## src/rtl/core/prdl_ram.sv

```systemverilog
// generic single-port-write ram with registered read
// no dependencies
`default_nettype none
module prdl_ram #(
    parameter int WIDTH = 8,
    parameter int DEPTH = 32
) (
    input  wire logic                     clk,
    input  wire logic                     we,
    input  wire logic [$clog2(DEPTH)-1:0] waddr,
    input  wire logic [WIDTH-1:0]         wdata,
    input  wire logic [$clog2(DEPTH)-1:0] raddr,
    output logic      [WIDTH-1:0]         rdata
);
    logic [WIDTH-1:0] mem [DEPTH];

    always_ff @(posedge clk)
    begin
        if (we)
        begin
            mem[waddr] <= wdata;
        end
        rdata <= mem[raddr];
    end
endmodule
`default_nettype wire

```

## config.mk

```make
export PLATFORM = sky130hd
export DESIGN_NAME = prdl_ram
export DESIGN_NICKNAME = d
export VERILOG_FILES = /design/src/rtl/core/prdl_ram.sv
export SDC_FILE = /design/constraint.sdc
export NUM_CORES = 1
export LEC_CHECK = 0
export BUFFER_PORTS_ARGS = -buffer_cell sky130_fd_sc_hd__buf_4
export CELL_PAD_IN_SITES_DETAIL_PLACEMENT = 1
export CELL_PAD_IN_SITES_GLOBAL_PLACEMENT = 2
export CORE_AREA = 2 2 140 142
export CTS_CLUSTER_DIAMETER = 30
export DETAILED_ROUTE_END_ITERATION = 6
export DIE_AREA = 0 0 142 144
export GPL_ROUTABILITY_DRIVEN = 1
export MAX_ROUTING_LAYER = met4
export PLACE_DENSITY = 0.95
export SLEW_MARGIN = 40
export SYNTH_ARGS = -nofsm -noshare
export SYNTH_HDL_FRONTEND = slang
export SYNTH_SLANG_ARGS = --single-unit
```

## constraint.sdc

```tcl
create_clock -name clk -period 4.5 [get_ports clk]
set_clock_uncertainty 0.05 [all_clocks]
set_input_delay 0.45 -clock clk [delete_from_list [all_inputs] [get_ports clk]]
set_output_delay 0.45 -clock clk [all_outputs]
set_load 0.01 [all_outputs]
```

# After elaboration in Yosys (flattened, before gate mapping)
# Memories as Yosys holds them, arrays and structs flattened. A register that Yosys moved wholly into a read port is not among the register bits.
# Cells that the tools add are included.
# W data, S select, Z words.
classes:
  mux: 2
ops:
  columns: ["cell", "n"]
  rows:
  - ["$mux W1", 2]
word_totals:
  ff_bits: 0
  ramBits: 256
  input_bits: 20
  out_inout_bits: 8
  elab_cells: 3
  memories: 1
mem_list:
  columns: ["memory", "words", "width", "rd", "rd_ports_with_merged_regs", "wr", "line", "rtl"]
  rows:
  - ["mem", 32, 8, 1, 1, 1, "15", "logic [WIDTH-1:0] mem [DEPTH];"]

# Depth between registers and ports, before layout
# Gate-level depths: netlist (run 1).
logic_depth:
  word_depth: 2
  mapped_depth: 5
  depth_no_buf: 3

# Worst setup path after synthesis (run 1)
# No wires, ideal clock.
synth_timing:
  kind: "input -> register"
  start: "input port raddr[2]"
  end: "register rdata[0], read port of mem"
  setup_ns: 0.121
  t_arrival_ns: 2.132
  t_required_ns: 4.329
  setup_slack_ns: 2.198
  path_stages: 5
  path_buffers: 2
  cell_sequence: "clkbuf_1 -> clkbuf_1 -> mux4_2 -> mux4_2 -> mux2_2"
synth_rtl:
  columns: ["item", "line", "rtl"]
  rows:
  - ["start, declared", "12", "input wire logic [$clog2(DEPTH)-1:0] raddr,"]
  - ["end, declared", "13", "output logic [WIDTH-1:0] rdata"]

==> results of run 1 <==
[cells in the final DEF, fill, tap and decap left out, types with 2 or more instances in the layout]
cell type	synthesis	layout
edfxtp_1	256	256
mux4_2	80	80
clkbuf_16	0	43
buf_4	6	26
nor2_1	33	21
nor2_2	0	12
clkinv_2	0	9
mux2_2	8	8
dfxtp_1	8	8
bufinv_16	0	6
nand3b_1	5	5
clkinvlp_4	0	4
or3b_2	3	3
inv_6	0	3
clkinv_4	0	3
clkinv_1	0	3
nand3_1	2	2
clkinv_8	0	2
clkbuf_1	6	2
[worst max-delay path: cells and delay by family]
kind / cells / cell delay (ns)
multiplexers: 3 / 1.42
buffers and inverters: 2 / 0.86
[power by group]
group	internal, uW	switching (uW)
registers	2740	20.0
logic	118	157
clock network	2140	1210
[cell families (layout without fill, tap and decap cells)]
logic type	Yosys count	after routing
flip-flops	264	264
multiplexers	88	88
AND/OR/NAND/NOR	45	45
buffers and inverters	20	106
[area by class of cell]
class	instances	area share, %
clock buffer	46	9.16
clock inverter	32	3.20
multi-input combinational	133	17.8
sequential	264	65.5
tap	238	2.49
timing repair buffer	28	1.89
[sequential cells by signal, indices dropped and copies added (netlist names)]
signal and count:
mem 256, rdata 8
[worst paths after layout]
kind	start	endpoint	slack (ns)	cells after the start
worst min-delay path	raddr[3]	rdata[4]	0.25	2
worst max-delay path	raddr[0]	rdata[0]	2.09	5
worst max register to register	mem[5][1]	rdata[1]	2.57	3
worst min register to register	mem[30][1]	rdata[1]	0.87	3
[stage by stage]
step	setup slack (ns)	instance area [sq um]
CTS	2.04	11900
global placement	1.61	10500
detailed placement	1.54	10500
finish	2.09	12000
floorplan	2.20	10100
global route	1.98	12000
[layer usage]
metal,track usage [%],vias up,routed length (um)
met5,-,-,0
met4,8.32,0,562
met3,6.13,36,1900
met2,37.6,252,11600
met1,36.6,2543,10400
li1,-,1894,-
==> results.md, run 1 <==
- Synthesized area per cell: 24.1 sq um
- WS Path Type: in -> reg
- Chip Height: 144 um
- Crit path cell chain: buf_4 -> buf_12 -> mux4_2 -> mux4_2 -> mux2_2
- Largest net degree at the start of global routing: 65
- Largest area contributor in the netlist: edfxtp_1
- Routed Antenna Nets: 0
- CTS tree: built
- Final setup fails: 0
- Worst hold slack: 0.252 ns
- Clk buf depth: 3
- Post-cts resize count: 0
- Synth top area cells: edfxtp_1, mux4_2, dfxtp_1, nor2_1, mux2_2
- Post-Synth XOR/XNOR Area: 0%
- Total core area: 19,100 sq um
- Final Critical Period: 2.41 ns
- IO buf count: 27
- Register area: 7850 sq um
- Number of global-route vias before repair: 5,087
- Max-cap check violation count: 0
- Adder-cell share of the synthesized area: 0%
- Initial antenna violation count: 0
- Share of layout cells above drive strength 1: 40.6%
- Relative slew slack: 44.0%
- DP HPWL: 13,400 um
- DR vias: 4,725
- Top_reg_cell synth: edfxtp_1
- Largest family of logic cells by synthesized area: multiplexers
- Fill count: 1,478
- CTS buffer count: 43
- Total Routed Length: 24,400 um
- Syn-to-layout area delta: 19.2%
- Yosys reg bits: 264
- Post-route DRC: 0
- DR pass1 iterations: 5
- RSZ-0062 raised after global routing: false
- Outcome: finished, final reports clean
- H-tree levels: 2
- Fraction of registers with async set/reset: 0%
- DIE WIDTH: 142 um
- Leak: 0.00383 uW
- Startpoint types: input pin
- Slowest CP cell: mux4_2
- Synth Area in Compound Gates: 0%
- CP peak stage delay: 0.61 ns
- Most numerous cell on the critical path: mux4_2
- Core Rows: 51
- Part of the Yosys area used for sequential elements: 78.1%
- Die ar.: 20,400 sq um
- Hold WC Path Type: in -> reg
- CTS sink count: 264
- Simple-Gate Fraction of Synth Area: 2.07%
- Fin. Hold Viols: 0
- Mux contribution to synthesized area: 18.8%
- Diodes inserted: 0
- Worst Max-Slew Pin Slew: 0.837 ns
- Fin Setup TNS: 0 ns
- Initial Util: 52.7%
- I/O pins: 28
- FMAX: 0.415 GHz
- Worst-Skew Late Latency: 0.54 ns
- Library cells used by synthesis: 15
- Final Cycle Share: 53.5%
- Power, Total: 6380 uW
- DR WL/cell: 32.9 um
- Cells after DPL: 663
- First-pass GRT wire length: 35,700 um
- Total grt overflow: 0
- Initial DRC Count: 429
- Syn Nets: 437
- Synth Cell Area: 10,100 sq um
- Commonest cells post-synth: edfxtp_1, mux4_2, nor2_1
- RePlAce Congestion: 0.795
- Root buf cell: clkbuf_16
- Total setup buffers inserted after CTS: 0
- Most frequent cell after synthesis: edfxtp_1
- Maximum VDD drop: 0.336 mV
- CP arrival: 2.78 ns
- Vias/cell: 6.38
- Worst-path maximum fanout: 36
- CP endpoint kind: register
- Synth top area share: 76.5%
- Number of nets in the layout: 490
- Final Slew Violations: 0
- Post-synth EDFFs: 256
- CP required: 4.87 ns
- Final Util: 62.8%
- Ys Warns: 0
- Clock slew at reported path FFs: 0.06 ns
- CTS hold repair buffers: 0
- Gr usage total: 25.7%
- Multi-input gate area: 2130 sq um
- Cell count after synthesis: 417
- Power per cell area: 533 nW/um^2
- Post-layout instance count excluding filler cells: 741
Note: power is estimated with default switching activity, not from simulation.
==> run 2, diff against run 1 <==
ABC_AREA = 1   (was default)
CORE_AREA = 2 2 170 172   (was 2 2 140 142)
DIE_AREA = 0 0 172 174   (was 0 0 142 144)
PLACE_DENSITY = 0.87   (was 0.95)
clock period = 1.95 ns   (was 4.5 ns; I/O delays follow)
==> run 2 against run 1 <==
Compared with the run above: via count grew 52%; non-clock buffer count grew 47; cell count grew 90%; critical path depth shrank 4; flip-flop and latch count is the same; core utilization shrank 16 points; largest cell class unchanged; largest power group unchanged.
==> results.md, run 2 <==
- Fill count: 3,033
- Fin Setup TNS: 0 ns
- Regs by FF count: mem x256, rdata x8
- Setup WS post-layout: 0.620 ns
- Power per cell area: 1160 nW/um^2
- DR pass1 iterations: 5
- DIE WIDTH: 172 um
- Synth Cell Area: 10,800 sq um
- Final setup fails: 0
- Final Cycle Share: 68.2%
- Initial Util: 38.2%
- Power, Total: 15,200 uW
- CTS tree: built
- CP arrival: 1.09 ns
- First-pass GRT wire length: 44,700 um
- Largest net degree at the start of global routing: 65
- Initial antenna violation count: 0
- Chip Height: 174 um
- Routed wl met3: 1230 um
- Worst-path maximum fanout: 1
- Total setup buffers inserted after CTS: 0
- Max layer used: met4
- Synth top area share: 71.3%
- Top_reg_cell synth: edfxtp_1
- Yosys reg bits: 264
- Hold WC Path Type: in -> reg
- CP endpoint kind: primary output
- Post-route DRC: 0
- Cell count after synthesis: 922
- Worst-Skew Late Latency: 0.52 ns
- Total core area: 28,200 sq um
- Synth top area cells: edfxtp_1, nand2_1, nand3_1, buf_6, dfxtp_1
- CTS buffer count: 44
- Most common library cell in the layout ignoring fill and taps: nand2_1
- WL met1: 12,600 um
- Pre-CTS setup slack: 0.321 ns
- Syn Nets: 942
- Clk buf depth: 3
- Root buf cell: clkbuf_16
- Commonest cells post-synth: nand2_1, edfxtp_1, nand3_1
- Leak: 0.00495 uW
- CTS sink count: 264
- Final Critical Period: 1.33 ns
- Part of the Yosys area used for sequential elements: 72.8%
- Worst Max-Slew Pin Slew: 0.597 ns
- Largest area contributor in the netlist: edfxtp_1
- WS Path Type: reg -> out
- Share of layout cells above drive strength 1: 14.2%
- CP peak stage delay: 0.41 ns
- FMAX: 0.752 GHz
- Worst hold slack: 0.0609 ns
- Gr usage total: 20.5%
- Library cells used by synthesis: 12
- Diodes inserted: 0
- DR WL met2: 14,300 um
- Core Rows: 62
- Dpl cell area: 11,500 sq um
- Syn-to-layout area delta: 21.2%
- Number of global-route vias before repair: 7,481
- Clock slew at reported path FFs: 0.05 ns
- Commonest non-fill, non-tap cells in the layout: nand2_1, edfxtp_1, nand3_1
- Slowest CP cell: dfxtp_1
- RSZ-0062 raised after global routing: false
- I/O pins: 28
- Startpoint types: register
- Largest register FFs: 256
- Fin. Hold Viols: 0
- Die ar.: 29,900 sq um
- Number of nets in the layout: 1,011
- Synthesized area per cell: 11.7 sq um
- Post-synth EDFFs: 256
- Ys Warns: 0
- Biggest register: mem
- CP Buf/Inv Count: 1
- Maximum VDD drop: 0.698 mV
- Final Slew Violations: 0
- Total Routed Length: 28,700 um
- Cell family with most CP delay: flip-flops
- Crit path cell chain: buf_4
- Total grt overflow: 0
- DP HPWL: 16,700 um
- Most frequent cell after synthesis: nand2_1
- H-tree levels: 2
- DR vias: 7,171
- Vias/cell: 5.10
- Final instance area: 13,100 sq um
- DR WL/cell: 20.4 um
- Outcome: finished, final reports clean
- Initial DRC Count: 537
- Routed Antenna Nets: 0
- Fraction of registers with async set/reset: 0%
- CP required: 1.70 ns
- IO buf count: 27
- Relative slew slack: 60.1%
- RePlAce Congestion: 0.789
- Max-cap check violation count: 0
run 2: changes by cell type in the layout (fill, tap and decap cells not counted), moves of 5 or more:
cell and change:
nor2_1 +11, mux4_2 -80, buf_12 +8, nor2_2 -12, buf_4 +39, mux2_2 -8, nand3b_1 -5, inv_1 +8
nand2_1 +359, nand3_1 +202
run 2: path summary, 6_finish.rpt:
kind / endpoint / start / slack [ns] / cells past startpoint
setup reg to reg: rdata[4] / mem[13][4] / 0.71 / 8
hold / removal: mem[26][6] / wdata[6] / 0.06 / 1
setup / recovery: rdata[5] / rdata[5] / 0.62 / 1
hold reg to reg: rdata[7] / mem[6][7] / 0.72 / 8
run 2: per-stage QoR:
stage                     util, %  std cells
after floorplan                 -        922
after global placement       40.8       1328
after detailed placement     40.8       1328
after CTS                    46.3       1407
after global routing         46.3       1407
final                        46.3       1407
run 2: cell families after synthesis:
group	count (synthesis)	share of synthesized area, %
flops	264	72.8
buf+inv	62	4.14
simple gates	596	23.1
run 2: final cells by class:
cell class                 count  area (sq um)  area share, %
clock buffer                  51          1160           8.86
clock inverter                27           380           2.91
inverter                      10          40.0          0.306
multi-input combinational    596          2490           19.1
sequential                   264          7850           60.0
tap                          384           480           3.67
timing repair buffer          75           678           5.19
run 2: routing by layer:
layer | global-route usage [%] | up-vias
li1 | - | 3346
met1 | 27.0 | 3604
met2 | 32.8 | 169
met3 | 3.30 | 52
met4 | 5.78 | 0
met5 | - | -
run 2: power breakdown:
group          switching (uW)  leakage (uW)  internal [uW]
Clock                    2580      0.000755           5430
Combinational             569       0.00182            242
Sequential               32.9       0.00237           6320
Total                    3180       0.00495          12000
run 2: repair_timing:
item	4_1_cts	5_1_grt
endpoints found under the setup margin	0	0
resized for setup	0	0
hold buffers	1	0
hold endpoints to repair	7	0
==> run 3, diff against run 2 <==
clock period = 1.09 ns   (was 1.95 ns; I/O delays follow)
==> run 3 against run 2 <==
Compared with the run above: the run now ends with setup timing left; core utilization is 4.0 points higher; die area stayed put; critical path depth did not move; hold slack got worse by 0.037 ns; wire length grew 14%; setup slack got worse by 0.71 ns; sequential share of layout area shrank 4.6 points; clock power grew 99%; largest power group unchanged; cell area is 8.6% higher.
==> results.md, run 3 (synthesized netlist as in run 2, its figures left out) <==
- Final Util: 50.3%
- Biggest register: mem
- Die ar.: 29,900 sq um
- CP Buf/Inv Count: 1
- Clock Power Share: 54.6%
- Largest net degree at the start of global routing: 48
- Cell family with most CP delay: flip-flops
- Post-layout instance count excluding filler cells: 1,451
- Initial DRC Count: 519
- DR vias: 7,597
- Post-route DRC: 0
- Maximum VDD drop: 1.40 mV
- Clk buf depth: 3
- Final Slew Violations: 0
- First-pass GRT wire length: 49,600 um
- Chip Height: 174 um
- Critical R2R Launch: mem[30][1]
- Syn-to-layout area delta: 31.7%
- Comb power frac: 6.3%
- Hold WC Path Type: in -> reg
- Routed Antenna Nets: 0
- Net Sw Frac: 22.2%
- Largest register FFs: 256
- Total Routed Length: 32,700 um
- Final Cycle Share: 108%
- Crit path cell chain: buf_6
- Setup WS post-layout: -0.0864 ns
- Root buf cell: clkbuf_16
- RePlAce Congestion: 0.801
- Share of layout cells above drive strength 1: 29.7%
- RSZ-0062 raised after global routing: true
- Final Critical Period: 1.18 ns
- Max-cap check violation count: 0
- Worst Max-Slew Pin Slew: 0.497 ns
- Startpoint types: register
- Most common library cell in the layout ignoring fill and taps: nand2_1
- Pint: 22,700 uW
- Gr usage total: 23.1%
- CP arrival: 1.02 ns
- I/O pins: 28
- H-tree levels: 2
- Fill count: 2,932
- CTS sink count: 264
- Cells after DPL: 1,351
- DP HPWL: 19,000 um
- Failing checks: setup timing
- Total core area: 28,200 sq um
- Worst Setup SP: rdata[4]
- CP peak stage delay: 0.36 ns
- Worst-Skew Late Latency: 0.55 ns
- Initial Util: 38.2%
- CP required: 0.93 ns
- CTS tree: built
- DIE WIDTH: 172 um
- Final setup fails: 16
- Core Rows: 62
- Power per cell area: 2050 nW/um^2
- CP endpoint kind: primary output
- Relative slew slack: 66.8%
- Number of nets in the layout: 1,046
- Commonest non-fill, non-tap cells in the layout: nand2_1, edfxtp_1, nand3_1
- IO buf count: 27
- Outcome: finished, violations left
- Slowest CP cell: dfxtp_4
- Total setup buffers inserted after CTS: 0
- Total grt overflow: 0
- NetSw: 6450 uW
- DR WL/cell: 22.5 um
- FMAX: 0.850 GHz
- DR pass1 iterations: 5
- Clock slew at reported path FFs: 0.05 ns
- Vias/cell: 5.24
- Leak: 0.00538 uW
- Initial antenna violation count: 0
- Sequential fraction of design power: 39.1%
- Diodes inserted: 0
- Fin. Hold Viols: 0
- Number of global-route vias before repair: 8,118
- Worst-path maximum fanout: 1
- CTS buffer count: 49
- Min-delay src: wdata[3]
- WS Path Type: reg -> out
- Regs by FF count: mem x256, rdata x8
-- run 3: final timing paths --
kind / endpoint / slack (ns) / cells after the start
hold / removal: mem[21][3] / 0.02 / 1
hold reg to reg: rdata[5] / 0.72 / 8
setup reg to reg: rdata[1] / -0.07 / 8
setup / recovery: rdata[4] / -0.09 / 1
-- run 3: cell type report --
type / count / area [sq um] / share of cell area, %
clock inverters: 35 / 440 / 3.10
flip-flops and latches: 264 / 7860 / 55.4
clock buffers: 57 / 1310 / 9.21
multi-input cells: 596 / 3040 / 21.4
inverters: 10 / 40.0 / 0.282
well taps: 384 / 480 / 3.38
repair buffers: 105 / 1030 / 7.25
-- run 3: what timing repair did --
item                       in CTS  in global routing
setup endpoints to repair      16                 16
resized for setup              88                 62
hold endpoints to repair      196                  0
hold buffers                    8                  0
pin swaps                      70                 40
-- run 3: worst register-to-register path, delay by kind of cell, from the launching register on --
family / cells / cell delay, ns
flip-flops: 1 / 0.38
AND/OR/NAND/NOR: 8 / 0.61
-- run 3: metrics by stage --
stage	setup TNS, ns	instance area (sq um)	hold slack (ns)	worst slack [ns]	power, uW
floorplan	-22.77	10800	0.158	-0.103	12400
global placement	-34.22	11800	0.370	-0.418	13100
detailed placement	-44.50	11800	0.371	-0.503	13100
CTS	-0.942	14000	0.00126	-0.109	29200
global route	-1.61	14200	0.0167	-0.128	29900
finish	-0.896	14200	0.0235	-0.0864	29100
-- run 3: metal layers --
layer | global-route usage [%] | share of wire (%) | vias up | wire length [um]
met3 | 2.96 | 4.5 | 49 | 1460
met4 | 7.39 | 2.3 | 0 | 761
li1 | - | - | 3425 | -
met5 | - | 0 | - | 0
met1 | 29.4 | 42 | 3905 | 13900
met2 | 38.3 | 51 | 218 | 16600
-- run 3: power by group through the flow --
| stage | Clock (uW) | Combinational [uW] | Sequential (uW) |
|---|---|---|---|
| floorplan | 0 | 814 | 11500 |
| global placement | 0 | 1520 | 11600 |
| detailed placement | 0 | 1580 | 11600 |
| CTS | 16100 | 1750 | 11400 |
| global route | 16500 | 1980 | 11400 |
| finish | 15900 | 1830 | 11400 |
